File: src/hdl/rbpw_pkg.sv
// ----------------------------------------------------------------------------
// rbpw_pkg
// Shared types and constants of the rectangle blit pixel writer.
// ----------------------------------------------------------------------------
package rbpw_pkg;

	localparam int CFG_IDX_W  = 3;
	localparam int CFG_DATA_W = 24;
	localparam int ARGB_W     = 32;
	localparam int DATA_W     = 32;
	localparam int START_W    = 13;
	localparam int SPAN_REG_W = 13;
	localparam int PITCH_W    = 14;
	localparam int SCREEN_W   = 24;

	typedef enum logic [CFG_IDX_W-1:0] {
		REG_START_COL    = 3'd0,
		REG_START_ROW    = 3'd1,
		REG_RECT_WIDTH   = 3'd2,
		REG_RECT_HEIGHT  = 3'd3,
		REG_LINE_BYTES   = 3'd4,
		REG_PIXEL_FORMAT = 3'd5,
		REG_SCREEN_BYTES = 3'd6
	} cfg_reg_t;

	typedef struct packed {
		logic signed [START_W-1:0] start_col;
		logic signed [START_W-1:0] start_row;
		logic [SPAN_REG_W-1:0]     rect_width;
		logic [SPAN_REG_W-1:0]     rect_height;
		logic [PITCH_W-1:0]        line_bytes;
		logic                      pixel_format;
		logic [SCREEN_W-1:0]       screen_bytes;
	} cfg_t;

endpackage

File: src/hdl/rbpw_ifs.sv
// ----------------------------------------------------------------------------
// rbpw channel interfaces
// Valid/ready channels for pixels in, writes out and register writes.
// ----------------------------------------------------------------------------
interface rbpw_pix_if;
	import rbpw_pkg::*;
	logic              valid;
	logic              ready;
	logic [ARGB_W-1:0] argb;
	modport source (output valid, output argb, input ready);
	modport sink (input valid, input argb, output ready);
endinterface

interface rbpw_wr_if #(parameter int ADDR_BITS = 24);
	import rbpw_pkg::*;
	logic                 valid;
	logic                 ready;
	logic                 write_enable;
	logic [ADDR_BITS-1:0] write_addr;
	logic [DATA_W-1:0]    write_data;
	logic                 write_wide;
	logic                 last_pixel;
	modport source (output valid, output write_enable, output write_addr,
		output write_data, output write_wide, output last_pixel, input ready);
	modport sink (input valid, input write_enable, input write_addr,
		input write_data, input write_wide, input last_pixel, output ready);
endinterface

interface rbpw_cfg_if;
	import rbpw_pkg::*;
	logic                  valid;
	logic                  ready;
	logic [CFG_IDX_W-1:0]  index;
	logic [CFG_DATA_W-1:0] data;
	modport source (output valid, output index, output data, input ready);
	modport sink (input valid, input index, input data, output ready);
endinterface

File: src/hdl/rect_blit_pixel_writer.sv
// ----------------------------------------------------------------------------
// rect_blit_pixel_writer
// Rectangle blit: ARGB pixels in raster order to framebuffer writes.
// ----------------------------------------------------------------------------
// cfg: register writes (index, data), always ready; write only while no pixel
//   is in flight. start_col/start_row carry origin plus pan.
// pix: one ARGB pixel per transfer, in raster order over the rectangle.
// wr:  one write per pixel: enable, byte address, 0RGB or RGB565 data, width
//   flag and a last flag on the final pixel of the rectangle.
// The pixel goes into an input register, the address multiply-add, bounds
//   check and repack run between that and the result register, so a result
//   is offered on wr from the result register once its pixel has passed the
//   input register, and it transfers when wr.ready is high.
// One pixel per cycle sustained while wr takes each write; each stage holds one pixel.
// When wr stalls the result register holds, the input register still takes
//   one more pixel, and pix.ready then drops until wr takes the result.
// Reset clears both stages, puts the column and row counters at the
//   rectangle's origin and loads the register reset values.
// ----------------------------------------------------------------------------
module rect_blit_pixel_writer #(
	parameter int COORD_BITS = 12,
	parameter int ADDR_BITS  = 24
) (
	input  logic      clk,
	input  logic      arst_n,
	rbpw_cfg_if.sink  cfg,
	rbpw_pix_if.sink  pix,
	rbpw_wr_if.source wr
);
	import rbpw_pkg::*;

	cfg_t                  regs;
	logic                  adv;
	logic                  valid_s1;
	logic [ARGB_W-1:0]     argb_s1;
	logic [COORD_BITS-1:0] col_s1;
	logic [COORD_BITS-1:0] row_s1;
	logic                  last_s1;

	rbpw_cfg_regs u_cfg_regs (
		.clk    (clk),
		.arst_n (arst_n),
		.cfg    (cfg),
		.regs   (regs)
	);

	rbpw_walker #(
		.COORD_BITS (COORD_BITS)
	) u_walker (
		.clk      (clk),
		.arst_n   (arst_n),
		.pix      (pix),
		.regs     (regs),
		.adv      (adv),
		.valid_s1 (valid_s1),
		.argb_s1  (argb_s1),
		.col_s1   (col_s1),
		.row_s1   (row_s1),
		.last_s1  (last_s1)
	);

	rbpw_pack #(
		.COORD_BITS (COORD_BITS),
		.ADDR_BITS  (ADDR_BITS)
	) u_pack (
		.clk      (clk),
		.arst_n   (arst_n),
		.regs     (regs),
		.valid_s1 (valid_s1),
		.argb_s1  (argb_s1),
		.col_s1   (col_s1),
		.row_s1   (row_s1),
		.last_s1  (last_s1),
		.adv      (adv),
		.wr       (wr)
	);

endmodule

File: src/hdl/rbpw_cfg_regs.sv
// ----------------------------------------------------------------------------
// rbpw_cfg_regs
// Configuration register file, written one register per transfer.
// ----------------------------------------------------------------------------
module rbpw_cfg_regs (
	input  logic          clk,
	input  logic          arst_n,
	rbpw_cfg_if.sink      cfg,
	output rbpw_pkg::cfg_t regs
);
	import rbpw_pkg::*;

	cfg_t regs_q;

	assign cfg.ready = 1'b1;
	assign regs      = regs_q;

	always_ff @(posedge clk or negedge arst_n) begin
		if (!arst_n) begin
			regs_q.start_col    <= '0;
			regs_q.start_row    <= '0;
			regs_q.rect_width   <= SPAN_REG_W'(1);
			regs_q.rect_height  <= SPAN_REG_W'(1);
			regs_q.line_bytes   <= '0;
			regs_q.pixel_format <= 1'b0;
			regs_q.screen_bytes <= '0;
		end else if (cfg.valid && cfg.ready) begin
			case (cfg_reg_t'(cfg.index))
				REG_START_COL: begin
					regs_q.start_col <= cfg.data[START_W-1:0];
				end
				REG_START_ROW: begin
					regs_q.start_row <= cfg.data[START_W-1:0];
				end
				REG_RECT_WIDTH: begin
					regs_q.rect_width <= cfg.data[SPAN_REG_W-1:0];
				end
				REG_RECT_HEIGHT: begin
					regs_q.rect_height <= cfg.data[SPAN_REG_W-1:0];
				end
				REG_LINE_BYTES: begin
					regs_q.line_bytes <= cfg.data[PITCH_W-1:0];
				end
				REG_PIXEL_FORMAT: begin
					regs_q.pixel_format <= cfg.data[0];
				end
				REG_SCREEN_BYTES: begin
					regs_q.screen_bytes <= cfg.data[SCREEN_W-1:0];
				end
				default: begin
					// unused index, write dropped
				end
			endcase
		end
	end

endmodule

File: src/hdl/rbpw_walker.sv
// ----------------------------------------------------------------------------
// rbpw_walker
// Input register stage with the column and row counters of the rectangle.
// ----------------------------------------------------------------------------
module rbpw_walker #(
	parameter int COORD_BITS = 12
) (
	input  logic                          clk,
	input  logic                          arst_n,
	rbpw_pix_if.sink                      pix,
	input  rbpw_pkg::cfg_t                regs,
	input  logic                          adv,
	output logic                          valid_s1,
	output logic [rbpw_pkg::ARGB_W-1:0]   argb_s1,
	output logic [COORD_BITS-1:0]         col_s1,
	output logic [COORD_BITS-1:0]         row_s1,
	output logic                          last_s1
);
	import rbpw_pkg::*;

	// wide enough for both the span register and 2^COORD_BITS
	localparam int CW = (COORD_BITS >= SPAN_REG_W) ? COORD_BITS + 1 : SPAN_REG_W;
	localparam logic [CW-1:0] SPAN_MAX = CW'(1) << COORD_BITS;

	logic [COORD_BITS-1:0] col_q;
	logic [COORD_BITS-1:0] row_q;
	logic [CW-1:0]         w_ext;
	logic [CW-1:0]         h_ext;
	logic [CW-1:0]         w_eff;
	logic [CW-1:0]         h_eff;
	logic [CW-1:0]         col_inc;
	logic [CW-1:0]         row_inc;
	logic                  end_col;
	logic                  end_row;
	logic                  accept;

	always_comb begin
		w_ext = CW'(regs.rect_width);
		h_ext = CW'(regs.rect_height);
		// zero acts as one, oversize clamps to the counter range
		if (w_ext == '0) begin
			w_eff = CW'(1);
		end else if (w_ext > SPAN_MAX) begin
			w_eff = SPAN_MAX;
		end else begin
			w_eff = w_ext;
		end
		if (h_ext == '0) begin
			h_eff = CW'(1);
		end else if (h_ext > SPAN_MAX) begin
			h_eff = SPAN_MAX;
		end else begin
			h_eff = h_ext;
		end
		col_inc = CW'(col_q) + CW'(1);
		row_inc = CW'(row_q) + CW'(1);
		end_col = col_inc >= w_eff;
		end_row = row_inc >= h_eff;
	end

	assign pix.ready = !valid_s1 || adv;
	assign accept    = pix.valid && pix.ready;

	always_ff @(posedge clk or negedge arst_n) begin
		if (!arst_n) begin
			valid_s1 <= 1'b0;
			col_q    <= '0;
			row_q    <= '0;
		end else begin
			if (accept) begin
				valid_s1 <= 1'b1;
				if (end_col) begin
					col_q <= '0;
					if (end_row) begin
						row_q <= '0;
					end else begin
						row_q <= row_inc[COORD_BITS-1:0];
					end
				end else begin
					col_q <= col_inc[COORD_BITS-1:0];
				end
			end else if (adv) begin
				valid_s1 <= 1'b0;
			end
		end
	end

	always_ff @(posedge clk) begin
		if (accept) begin
			argb_s1 <= pix.argb;
			col_s1  <= col_q;
			row_s1  <= row_q;
			last_s1 <= end_col && end_row;
		end
	end

	a_last_wraps: assert property (@(posedge clk) disable iff (!arst_n)
		accept && end_col && end_row |=> col_q == '0 && row_q == '0)
		else $error("counters not back at origin after last pixel");

	a_col_step: assert property (@(posedge clk) disable iff (!arst_n)
		accept && !end_col |=> col_q == $past(col_inc[COORD_BITS-1:0])
			&& row_q == $past(row_q))
		else $error("column step wrong inside a row");

endmodule

File: src/hdl/rbpw_pack.sv
// ----------------------------------------------------------------------------
// rbpw_pack
// Address calculation, bounds check, colour repack and result register.
// ----------------------------------------------------------------------------
module rbpw_pack #(
	parameter int COORD_BITS = 12,
	parameter int ADDR_BITS  = 24
) (
	input  logic                          clk,
	input  logic                          arst_n,
	input  rbpw_pkg::cfg_t                regs,
	input  logic                          valid_s1,
	input  logic [rbpw_pkg::ARGB_W-1:0]   argb_s1,
	input  logic [COORD_BITS-1:0]         col_s1,
	input  logic [COORD_BITS-1:0]         row_s1,
	input  logic                          last_s1,
	output logic                          adv,
	rbpw_wr_if.source                     wr
);
	import rbpw_pkg::*;

	// signed screen coordinate, start offset plus counter
	localparam int XW = ((COORD_BITS > START_W - 1) ? COORD_BITS : START_W - 1) + 2;
	localparam int PW = XW + PITCH_W + 1;
	localparam int LW = (PW + 1 > ADDR_BITS + 1) ? PW + 1 : ADDR_BITS + 1;

	logic signed [XW-1:0] x;
	logic signed [XW-1:0] y;
	logic signed [XW+1:0] xb;
	logic signed [PW-1:0] prod;
	logic [LW-1:0]        loc;
	logic                 in_bounds;
	logic                 en;
	logic                 wide;
	logic [DATA_W-1:0]    data;

	always_comb begin
		wide = regs.pixel_format;
		x    = XW'(regs.start_col) + XW'({1'b0, col_s1});
		y    = XW'(regs.start_row) + XW'({1'b0, row_s1});
		if (wide) begin
			xb = {x, 2'b00};
		end else begin
			xb = {x[XW-1], x, 1'b0};
		end
		prod      = PW'(y) * PW'(signed'({1'b0, regs.line_bytes}));
		loc       = LW'(xb) + LW'(prod);
		in_bounds = !loc[LW-1] && (loc < LW'(regs.screen_bytes));
		en        = in_bounds && (argb_s1[31:24] != 8'h00);
		if (wide) begin
			data = {8'h00, argb_s1[23:0]};
		end else begin
			data = {16'h0000, argb_s1[23:19], argb_s1[15:10], argb_s1[7:3]};
		end
	end

	assign adv = !wr.valid || wr.ready;

	always_ff @(posedge clk or negedge arst_n) begin
		if (!arst_n) begin
			wr.valid <= 1'b0;
		end else if (adv) begin
			wr.valid <= valid_s1;
		end
	end

	always_ff @(posedge clk) begin
		if (adv && valid_s1) begin
			wr.write_enable <= en;
			wr.write_addr   <= en ? loc[ADDR_BITS-1:0] : '0;
			wr.write_data   <= data;
			wr.write_wide   <= wide;
			wr.last_pixel   <= last_s1;
		end
	end

	a_off_addr_zero: assert property (@(posedge clk) disable iff (!arst_n)
		wr.valid && !wr.write_enable |-> wr.write_addr == '0)
		else $error("suppressed write carries an address");

	a_on_in_range: assert property (@(posedge clk) disable iff (!arst_n)
		wr.valid && wr.write_enable |-> wr.write_addr < regs.screen_bytes)
		else $error("enabled write beyond screen size");

	a_narrow_upper: assert property (@(posedge clk) disable iff (!arst_n)
		wr.valid && !wr.write_wide |-> wr.write_data[31:16] == 16'h0000)
		else $error("rgb565 write has upper bits set");

endmodule
File: src/flat_wrapper.sv
// flat-port wrapper written by rule: the top's interface ports become plain ports
module rect_blit_pixel_writer_flat import rbpw_pkg::*;
#(
	parameter int COORD_BITS = 12,
	parameter int ADDR_BITS  = 24
)
  (clk, arst_n, cfg_valid, cfg_index, cfg_data, cfg_ready, pix_valid, pix_argb, pix_ready, wr_valid, wr_write_enable, wr_write_addr, wr_write_data, wr_write_wide, wr_last_pixel, wr_ready);
  rbpw_cfg_if cfg_i ();
  rbpw_pix_if pix_i ();
  rbpw_wr_if #(.ADDR_BITS(ADDR_BITS)) wr_i ();
  input  logic clk;
  input  logic arst_n;
  input wire logic [$bits(cfg_i.valid)-1:0] cfg_valid;
  input wire logic [$bits(cfg_i.index)-1:0] cfg_index;
  input wire logic [$bits(cfg_i.data)-1:0] cfg_data;
  output wire logic [$bits(cfg_i.ready)-1:0] cfg_ready;
  input wire logic [$bits(pix_i.valid)-1:0] pix_valid;
  input wire logic [$bits(pix_i.argb)-1:0] pix_argb;
  output wire logic [$bits(pix_i.ready)-1:0] pix_ready;
  output wire logic [$bits(wr_i.valid)-1:0] wr_valid;
  output wire logic [$bits(wr_i.write_enable)-1:0] wr_write_enable;
  output wire logic [$bits(wr_i.write_addr)-1:0] wr_write_addr;
  output wire logic [$bits(wr_i.write_data)-1:0] wr_write_data;
  output wire logic [$bits(wr_i.write_wide)-1:0] wr_write_wide;
  output wire logic [$bits(wr_i.last_pixel)-1:0] wr_last_pixel;
  input wire logic [$bits(wr_i.ready)-1:0] wr_ready;
  assign cfg_i.valid = cfg_valid;
  assign cfg_i.index = cfg_index;
  assign cfg_i.data = cfg_data;
  assign cfg_ready = cfg_i.ready;
  assign pix_i.valid = pix_valid;
  assign pix_i.argb = pix_argb;
  assign pix_ready = pix_i.ready;
  assign wr_valid = wr_i.valid;
  assign wr_write_enable = wr_i.write_enable;
  assign wr_write_addr = wr_i.write_addr;
  assign wr_write_data = wr_i.write_data;
  assign wr_write_wide = wr_i.write_wide;
  assign wr_last_pixel = wr_i.last_pixel;
  assign wr_i.ready = wr_ready;
  rect_blit_pixel_writer #(.COORD_BITS(COORD_BITS), .ADDR_BITS(ADDR_BITS)) u_core (.clk(clk), .arst_n(arst_n), .cfg(cfg_i), .pix(pix_i), .wr(wr_i));
endmodule
File: config.mk
export PLATFORM = sky130hd
export DESIGN_NAME = rect_blit_pixel_writer_flat
export DESIGN_NICKNAME = d
export VERILOG_FILES = /design/src/hdl/rbpw_pkg.sv /design/src/hdl/rbpw_ifs.sv /design/src/hdl/rect_blit_pixel_writer.sv /design/src/hdl/rbpw_cfg_regs.sv /design/src/hdl/rbpw_walker.sv /design/src/hdl/rbpw_pack.sv /design/src/flat_wrapper.sv
export SDC_FILE = /design/constraint.sdc
export NUM_CORES = 1
export LEC_CHECK = 0
export BUFFER_PORTS_ARGS = -buffer_cell sky130_fd_sc_hd__buf_2
export CORE_AREA = 3 3 174 176
export DETAILED_ROUTE_END_ITERATION = 12
export DIE_AREA = 0 0 177 179
export GPL_TIMING_DRIVEN = 1
export PLACE_DENSITY = 0.84
export SYNTH_ARGS = -nofsm -noshare
export SYNTH_HDL_FRONTEND = slang
export SYNTH_SLANG_ARGS = --single-unit
File: constraint.sdc
create_clock -name clk -period 14.9 [get_ports clk]
set_clock_uncertainty 0.1 [all_clocks]
set_input_delay 0.745 -clock clk [delete_from_list [all_inputs] [get_ports clk]]
set_output_delay 0.745 -clock clk [all_outputs]
set_load 0.005 [all_outputs]
==> impl_metrics.py, run 1 <==
metrics = {
    "synth": {
        "ys_ff_latch": 225,
        "synth_area_per_cell_sq_um": 10.7,
        "synthMuxAreaShare_pct": 7.06,
        "synth_cell_types": 75,
        "synth-xor-area-share_pct": 3.03,
        "yosys_warnings": 0,
        "synth_top_family_by_area": "adder cells",
        "synth_cells": 1747,
        "async_flop_share_pct": 52.0,
        "synth_compound_area_share_pct": 7.07,
        "syn-cell-area_sq_um": 18700,
        "synth_ff_type": "dfrtp_1",
        "synth_edf_count": 108,
        "synth-simple-area-share_pct": 13.0,
        "yosys.area_share.adder_pct": 30.1,
        "ys_seq_area_share_pct": 33.0,
    },
    "route": {
        "wl_per_cell_microns": 19.5,
        "wl_mm": 44.0,
        "drc": 0,
        "drt_iter0_drc": 928,
        "first_pass_iters": 5,
        "vias_per_cell": 5.86,
        "postRouteAntennaNets": 0,
        "vias": 13200,
    },
    "clock_tree": {
        "post_cts.repair.setup_buffers": 0,
        "cts_resized": 0,
        "cts_buffers": 25,
        "cts_root_buf": "clkbuf_16",
        "cts.hold.buffers_added": 0,
        "numClockSinks": 225,
        "cts_tree": "done",
        "h-tree-depth": 1,
        "clk_pin_slew_ns": 0.07,
        "insertion_delay_ns": 0.55,
        "clockBufferDepth": 3,
    },
    "critical_path": {
        "crit_arrival_ns": 10.97,
        "path_max_fanout": 25,
        "cp.required_ns": 15.13,
        "max_stage_delay_ns": 0.86,
        "crit_slowest_cell": "nand4_2",
        "crit_path_start_kind": "flip-flop",
        "crit_type": "flip-flop to flip-flop",
        "worstSetupEndpointType": "flip-flop",
        "cpMostUsedCell": "fa_1",
    },
    "global_routing": {
        "grt.total_usage_pct": 28.7,
        "grt_max_degree": 68,
        "grt.overflow.total": 0,
        "antenna_found_initial": 1,
        "first_global_vias": 14000,
        "grt_first_pass_wirelength_mm": 71.7,
    },
    "timing": {
        "min_period_ns": 10.74,
        "timing.final.ws_setup_ns": 4.16,
        "grt_setup_unrepaired": "no",
        "max_freq_mhz": 93.1,
        "hold_viol": 0,
        "post-route-period-util_pct": 72.1,
        "report.final.setup_viol": 0,
        "slew_violations": 0,
        "maxSlewHeadroom_pct": 23.6,
        "tightest_slew_ns": 1.14,
        "setup_tns_ns": 0,
    },
    "placement": {
        "dp_hpwl_mm": 33.2,
        "place_ws_ns": 4.34,
        "place_area_sq_um": 19700,
        "globalplace.congestion": 0.924,
        "port_buffers": 116,
    },
    "layout": {
        "fin_area_sq_um": 20500,
        "synthToLayoutAreaGrowth_pct": 9.37,
        "antenna_cells": 0,
        "fin_util_pct": 71.2,
        "nets": 2265,
        "fill_cells": 2001,
        "final_layout_size_suffix_gt1_share_pct": 17.3,
    },
    "hold_path": {
        "hold_path_class": "primary input to async pin",
    },
    "floorplanning": {
        "io_pins": 126,
        "die-area_sq_um": 31700,
        "die_y_microns": 179,
        "die_w_microns": 177,
        "start_util_pct": 65.1,
        "coreArea_sq_um": 28800,
        "row_count": 62,
    },
    "status": {
        "outcome": "finished clean",
    },
    "run": {
        "cap_violations": 0,
    },
}
==> placed cells by master, fill, tap and decap left out, drive strengths merged, types with 39 or more instances in the layout <==
| master | Yosys | layout |
|---|---|---|
| a21oi | 49 | 49 |
| and2 | 70 | 70 |
| buf | 16 | 134 |
| dfrtp | 115 | 115 |
| edfxtp | 108 | 108 |
| fa | 172 | 172 |
| ha | 176 | 176 |
| inv | 259 | 262 |
| mux2 | 113 | 113 |
| nand2 | 199 | 199 |
| nor2 | 56 | 56 |
| o21ai | 48 | 48 |
| xnor2 | 39 | 39 |
==> final timing paths <==
kind                                             endpoint  slack (ns)  depth (start not counted)                      start
hold / removal                 u_core.u_cfg_regs.regs[23]        0.20                          1                     arst_n
setup / recovery           u_core.u_pack.wr.write_addr[3]        4.16                         35  u_core.u_walker.row_s1[0]
min in group clk              u_core.u_walker.argb_s1[14]        0.27                          1               pix_argb[14]
hold reg to reg                u_core.u_walker.col_s1[11]        0.35                          0  u_core.u_walker.col_q[11]
max in group asynchronous        u_core.u_walker.row_q[6]       13.22                          2                     arst_n
setup reg to reg           u_core.u_pack.wr.write_addr[3]        4.16                         35  u_core.u_walker.row_s1[0]
==> sequential cells by signal, indices dropped and copies added (netlist names), 12 cells and up <==
name	flops
u_core.u_pack.wr.write_data	24
u_core.u_walker.row_q	12
u_core.u_walker.argb_s1	32
u_core.u_walker.col_s1	12
u_core.u_pack.wr.write_addr	24
u_core.u_walker.col_q	12
u_core.u_cfg_regs.regs	91
u_core.u_walker.row_s1	12
==> critical path: cells and delay by family, from the launching register on <==
kind | cells | cell delay, ns
flops | 1 | 0.38
fa+ha+maj | 10 | 4.26
compound gates | 12 | 2.45
buf+inv | 3 | 0.15
simple gates | 8 | 2.31
xor+xnor | 2 | 0.86
==> final cells by class <==
type	count	area (sq um)	area share [%]
multi-input cells	1207	11300	55.4
flip-flops and latches	225	6170	30.1
inverters	260	976	4.76
repair buffers	134	718	3.51
clock buffers	33	676	3.30
well taps	384	480	2.35
clock inverters	13	120	0.586
==> synth_stat cells (3+ instances only) <==
master     number  share of area [%]
nand3b_1        4               0.16
nand3_1        18               0.48
nor2_1         56                1.1
or2b_1          7               0.28
xnor2_1        39                1.8
nor3b_2        17                1.1
nor3b_1         7               0.28
nand2_1       199                4.0
buf_4          10               0.40
edfxtp_1      108                 17
mux2_2        113                6.8
clkbuf_1       46               0.92
nor3_1         17               0.45
a211oi_1        8               0.32
dfrtp_1       115                 15
nand4_1         7               0.23
ha_1          176                 12
xor2_1         23                1.1
o21a_1         10               0.40
fa_1          172                 18
buf_1           3              0.060
a21o_1         21               0.84
o41ai_1         4               0.19
and2_1         70                2.3
mux2i_1         5               0.27
and3_1         10               0.33
o211ai_1        7               0.28
or3_1           4               0.13
a31oi_1         4               0.13
nand2b_1       19               0.63
inv_1         259                5.2
nor4_1         10               0.33
a2111oi_0       3               0.14
o21ai_0        46                1.2
o31ai_1         5               0.20
a21oi_1        49                1.3
nand4b_1        4               0.19
nor2b_1        10               0.33
o21bai_1       11               0.44
a22o_1          6               0.28
==> routing by layer <==
metal	track usage (%)	wire, microns
met1	37.0	17700
met2	50.2	21600
met3	4.68	3150
met4	8.51	1510
met5	0	13
==> through the flow <==
| step | hold slack, ns | instances |
|---|---|---|
| after floorplan | 0.300 | 1754 |
| after global placement | 0.324 | 2210 |
| after detailed placement | 0.328 | 2210 |
| after CTS | 0.224 | 2256 |
| after global routing | 0.258 | 2256 |
| final | 0.200 | 2256 |
==> logic make-up (layout without fill, tap and decap cells) <==
group,after synthesis,after routing
AOI/OAI and AO/OA,199,199
xor gates and xnor gates,63,63
adders and majority gates,348,348
buffers and inverters,322,440
DFF,225,225
muxes,118,118
other,2,9
and+or+nand+nor,470,470
Power of run 1 is not shown: default switching activity piles up to over one toggle a cycle in this logic, so the estimate is an artifact.
==> inputs of run 2 (changes only) <==
--- a/config.mk
+++ b/config.mk
@@ -6,11 +6,11 @@
 export NUM_CORES = 1
 export LEC_CHECK = 0
 export BUFFER_PORTS_ARGS = -buffer_cell sky130_fd_sc_hd__buf_2
-export CORE_AREA = 3 3 174 176
+export CORE_AREA = 3 3 186 188
 export DETAILED_ROUTE_END_ITERATION = 12
-export DIE_AREA = 0 0 177 179
+export DIE_AREA = 0 0 189 191
 export GPL_TIMING_DRIVEN = 1
-export PLACE_DENSITY = 0.84
+export PLACE_DENSITY = 0.78
 export SYNTH_ARGS = -nofsm -noshare
 export SYNTH_HDL_FRONTEND = slang
 export SYNTH_SLANG_ARGS = --single-unit
==> constraint.sdc (replaced) <==
create_clock -name clk -period 9.2 [get_ports clk]
set_clock_uncertainty 0.1 [all_clocks]
set_input_delay 0.46 -clock clk [delete_from_list [all_inputs] [get_ports clk]]
set_output_delay 0.46 -clock clk [all_outputs]
set_load 0.005 [all_outputs]
==> run 2 against run 1 <==
Net effect: critical path depth down 2; flip-flop and latch count unchanged; first-iteration DRC count down 4.0%; critical path type unchanged.
==> impl_metrics.py, run 2 (synthesis gave the netlist of run 1 again) <==
metrics = {
    "critical_path": {
        "crit_path_start_kind": "flip-flop",
        "crit_type": "flip-flop to flip-flop",
        "path_max_fanout": 11,
        "worstRegToRegCells": 33,
        "max_stage_delay_ns": 0.56,
        "reg2reg_from": "u_core.u_cfg_regs.regs[65]",
        "r2r-end": "u_core.u_pack.wr.write_addr[6]",
        "crit_arrival_ns": 9.34,
        "worstSetupEndpointType": "flip-flop",
        "cp.required_ns": 9.49,
        "cpMostUsedCell": "fa_1",
        "crit_slowest_cell": "fa_1",
        "rrSetupSlack_ns": 0.15,
    },
    "global_routing": {
        "grt_first_pass_wirelength_mm": 73.8,
        "grt.overflow.total": 0,
        "antenna_found_initial": 2,
        "grt.total_usage_pct": 25.5,
        "first_global_vias": 14300,
        "grt_max_degree": 70,
    },
    "floorplanning": {
        "row_count": 67,
        "coreArea_sq_um": 33300,
        "start_util_pct": 56.3,
        "io_pins": 126,
        "die-area_sq_um": 36100,
        "die_y_microns": 191,
        "die_w_microns": 189,
    },
    "clock_tree": {
        "numClockSinks": 225,
        "clockBufferDepth": 3,
        "cts_root_buf": "clkbuf_16",
        "cts_tree": "done",
        "insertion_delay_ns": 0.55,
        "clk_pin_slew_ns": 0.06,
        "h-tree-depth": 1,
        "cts_buffers": 25,
    },
    "timing": {
        "max_freq_mhz": 110,
        "min_period_ns": 9.05,
        "maxSlewHeadroom_pct": 30.6,
        "hold_viol": 0,
        "tightest_slew_ns": 1.03,
        "report.final.setup_viol": 0,
        "slew_violations": 0,
        "post-route-period-util_pct": 98.4,
        "timing.final.ws_setup_ns": 0.150,
        "setup_tns_ns": 0,
    },
    "placement": {
        "port_buffers": 116,
        "place_ws_ns": -0.257,
        "globalplace.congestion": 0.927,
        "dp_hpwl_mm": 33.4,
    },
    "layout": {
        "largest_reg_flops": 91,
        "multi_input_area_sq_um": 11900,
        "synthToLayoutAreaGrowth_pct": 16.6,
        "antenna_cells": 0,
        "nets": 2336,
        "final_layout_size_suffix_gt1_share_pct": 23.1,
        "layout_common_cells": "inv_1, nand2_1, fa_1",
        "layout_commonest_cell": "inv_1",
        "fill_cells": 2430,
        "seqCellArea_sq_um": 6170,
    },
    "route": {
        "drt_iter0_drc": 891,
        "wl_mm": 46.3,
        "vias_per_cell": 5.68,
        "postRouteAntennaNets": 0,
        "first_pass_iters": 6,
        "wl_per_cell_microns": 19.4,
        "vias": 13600,
        "drc": 0,
    },
    "hold_path": {
        "hold_path_class": "primary input to flip-flop",
        "holdPathEnd": "u_core.u_walker.valid_s1",
        "min_from": "pix_valid",
        "hold_path_depth": 2,
    },
    "run": {
        "cap_violations": 0,
    },
    "status": {
        "outcome": "finished clean",
    },
}
## run 2: cell types whose count changed in the layout (fill, tap and decap cells not counted), moves of 8 or more
cell / previous run / this run
a21oi_1: 49 / 35
a21oi_2: 0 / 13
buf_4: 19 / 50
dlygate4sd3_1: 0 / 33
ha_1: 176 / 160
ha_4: 0 / 10
o21ai_0: 46 / 36
xnor2_1: 39 / 29
xnor2_2: 0 / 8
## run 2: per-layer routing
metal / vias to the layer above / part of all wire, % / global-route usage, %
met5: - / 0.058 / 0
met4: 4 / 4.1 / 8.94
met3: 151 / 7.5 / 5.65
met2: 542 / 48 / 43.3
met1: 6717 / 40 / 32.4
li1: 6155 / - / -
## run 2: final cells by class
cell class / count / area share, %
multi-input combinational: 1208 / 54.6
sequential: 225 / 28.3
timing repair buffer: 204 / 6.30
inverter: 260 / 4.47
clock buffer: 33 / 3.14
tap: 448 / 2.57
clock inverter: 13 / 0.659
## run 2: how the worst max path moves through the flow
| stage | start | end | slack (ns) | cells past startpoint |
|---|---|---|---|---|
| 2_1_floorplan | u_core.u_walker.col_s1[1] | u_core.u_pack.wr.write_addr[16] | 0.32 | 35 |
| 3_3_place_gp | u_core.u_walker.col_s1[0] | u_core.u_pack.wr.write_addr[1] | -0.13 | 37 |
| 3_5_place_dp | u_core.u_walker.row_s1[0] | u_core.u_pack.wr.write_addr[1] | -0.26 | 35 |
| 4_1_cts | u_core.u_cfg_regs.regs[65] | u_core.u_pack.wr.write_addr[20] | 0.0008 | 37 |
| 5_1_grt | u_core.u_walker.row_s1[0] | u_core.u_pack.wr.write_addr[6] | -0.12 | 33 |
| 6_report | u_core.u_cfg_regs.regs[65] | u_core.u_pack.wr.write_addr[6] | 0.15 | 33 |
## run 2: timing repair
item                                    CTS  global route
cloned                                    2             0
hold endpoints to repair                 78             1
buffers inserted                          4            18
pin swaps                                 9            60
endpoints found under the setup margin   25            25
gates resized for setup                  35            86
hold buffers                             32             1
## run 2: worst max-delay path: cells and delay by family, from the launching register on
| kind | cells | cell delay, ns |
|---|---|---|
| compound gates | 13 | 2.58 |
| buf+inv | 3 | 0.57 |
| xor+xnor | 2 | 0.30 |
| simple gates | 5 | 0.91 |
| fa+ha+maj | 10 | 4.00 |
| flops | 1 | 0.40 |
## run 2: stage by stage
| step | hold slack [ns] | std cells | instance area (sq um) | util, % |
|---|---|---|---|---|
| 3_5_place_dp | 0.309 | 2290 | 19900 | 59.8 |
| 4_1_cts | 0.0000644 | 2374 | 21300 | 64.0 |
| 2_1_floorplan | 0.0644 | 1754 | 18800 | - |
| 5_1_grt | 0.0314 | 2391 | 21800 | 65.6 |
| 3_3_place_gp | 0.312 | 2290 | 19900 | 59.8 |
| 6_report | 0.0267 | 2391 | 21800 | 65.6 |
Power of run 2 is left out for the same reason.
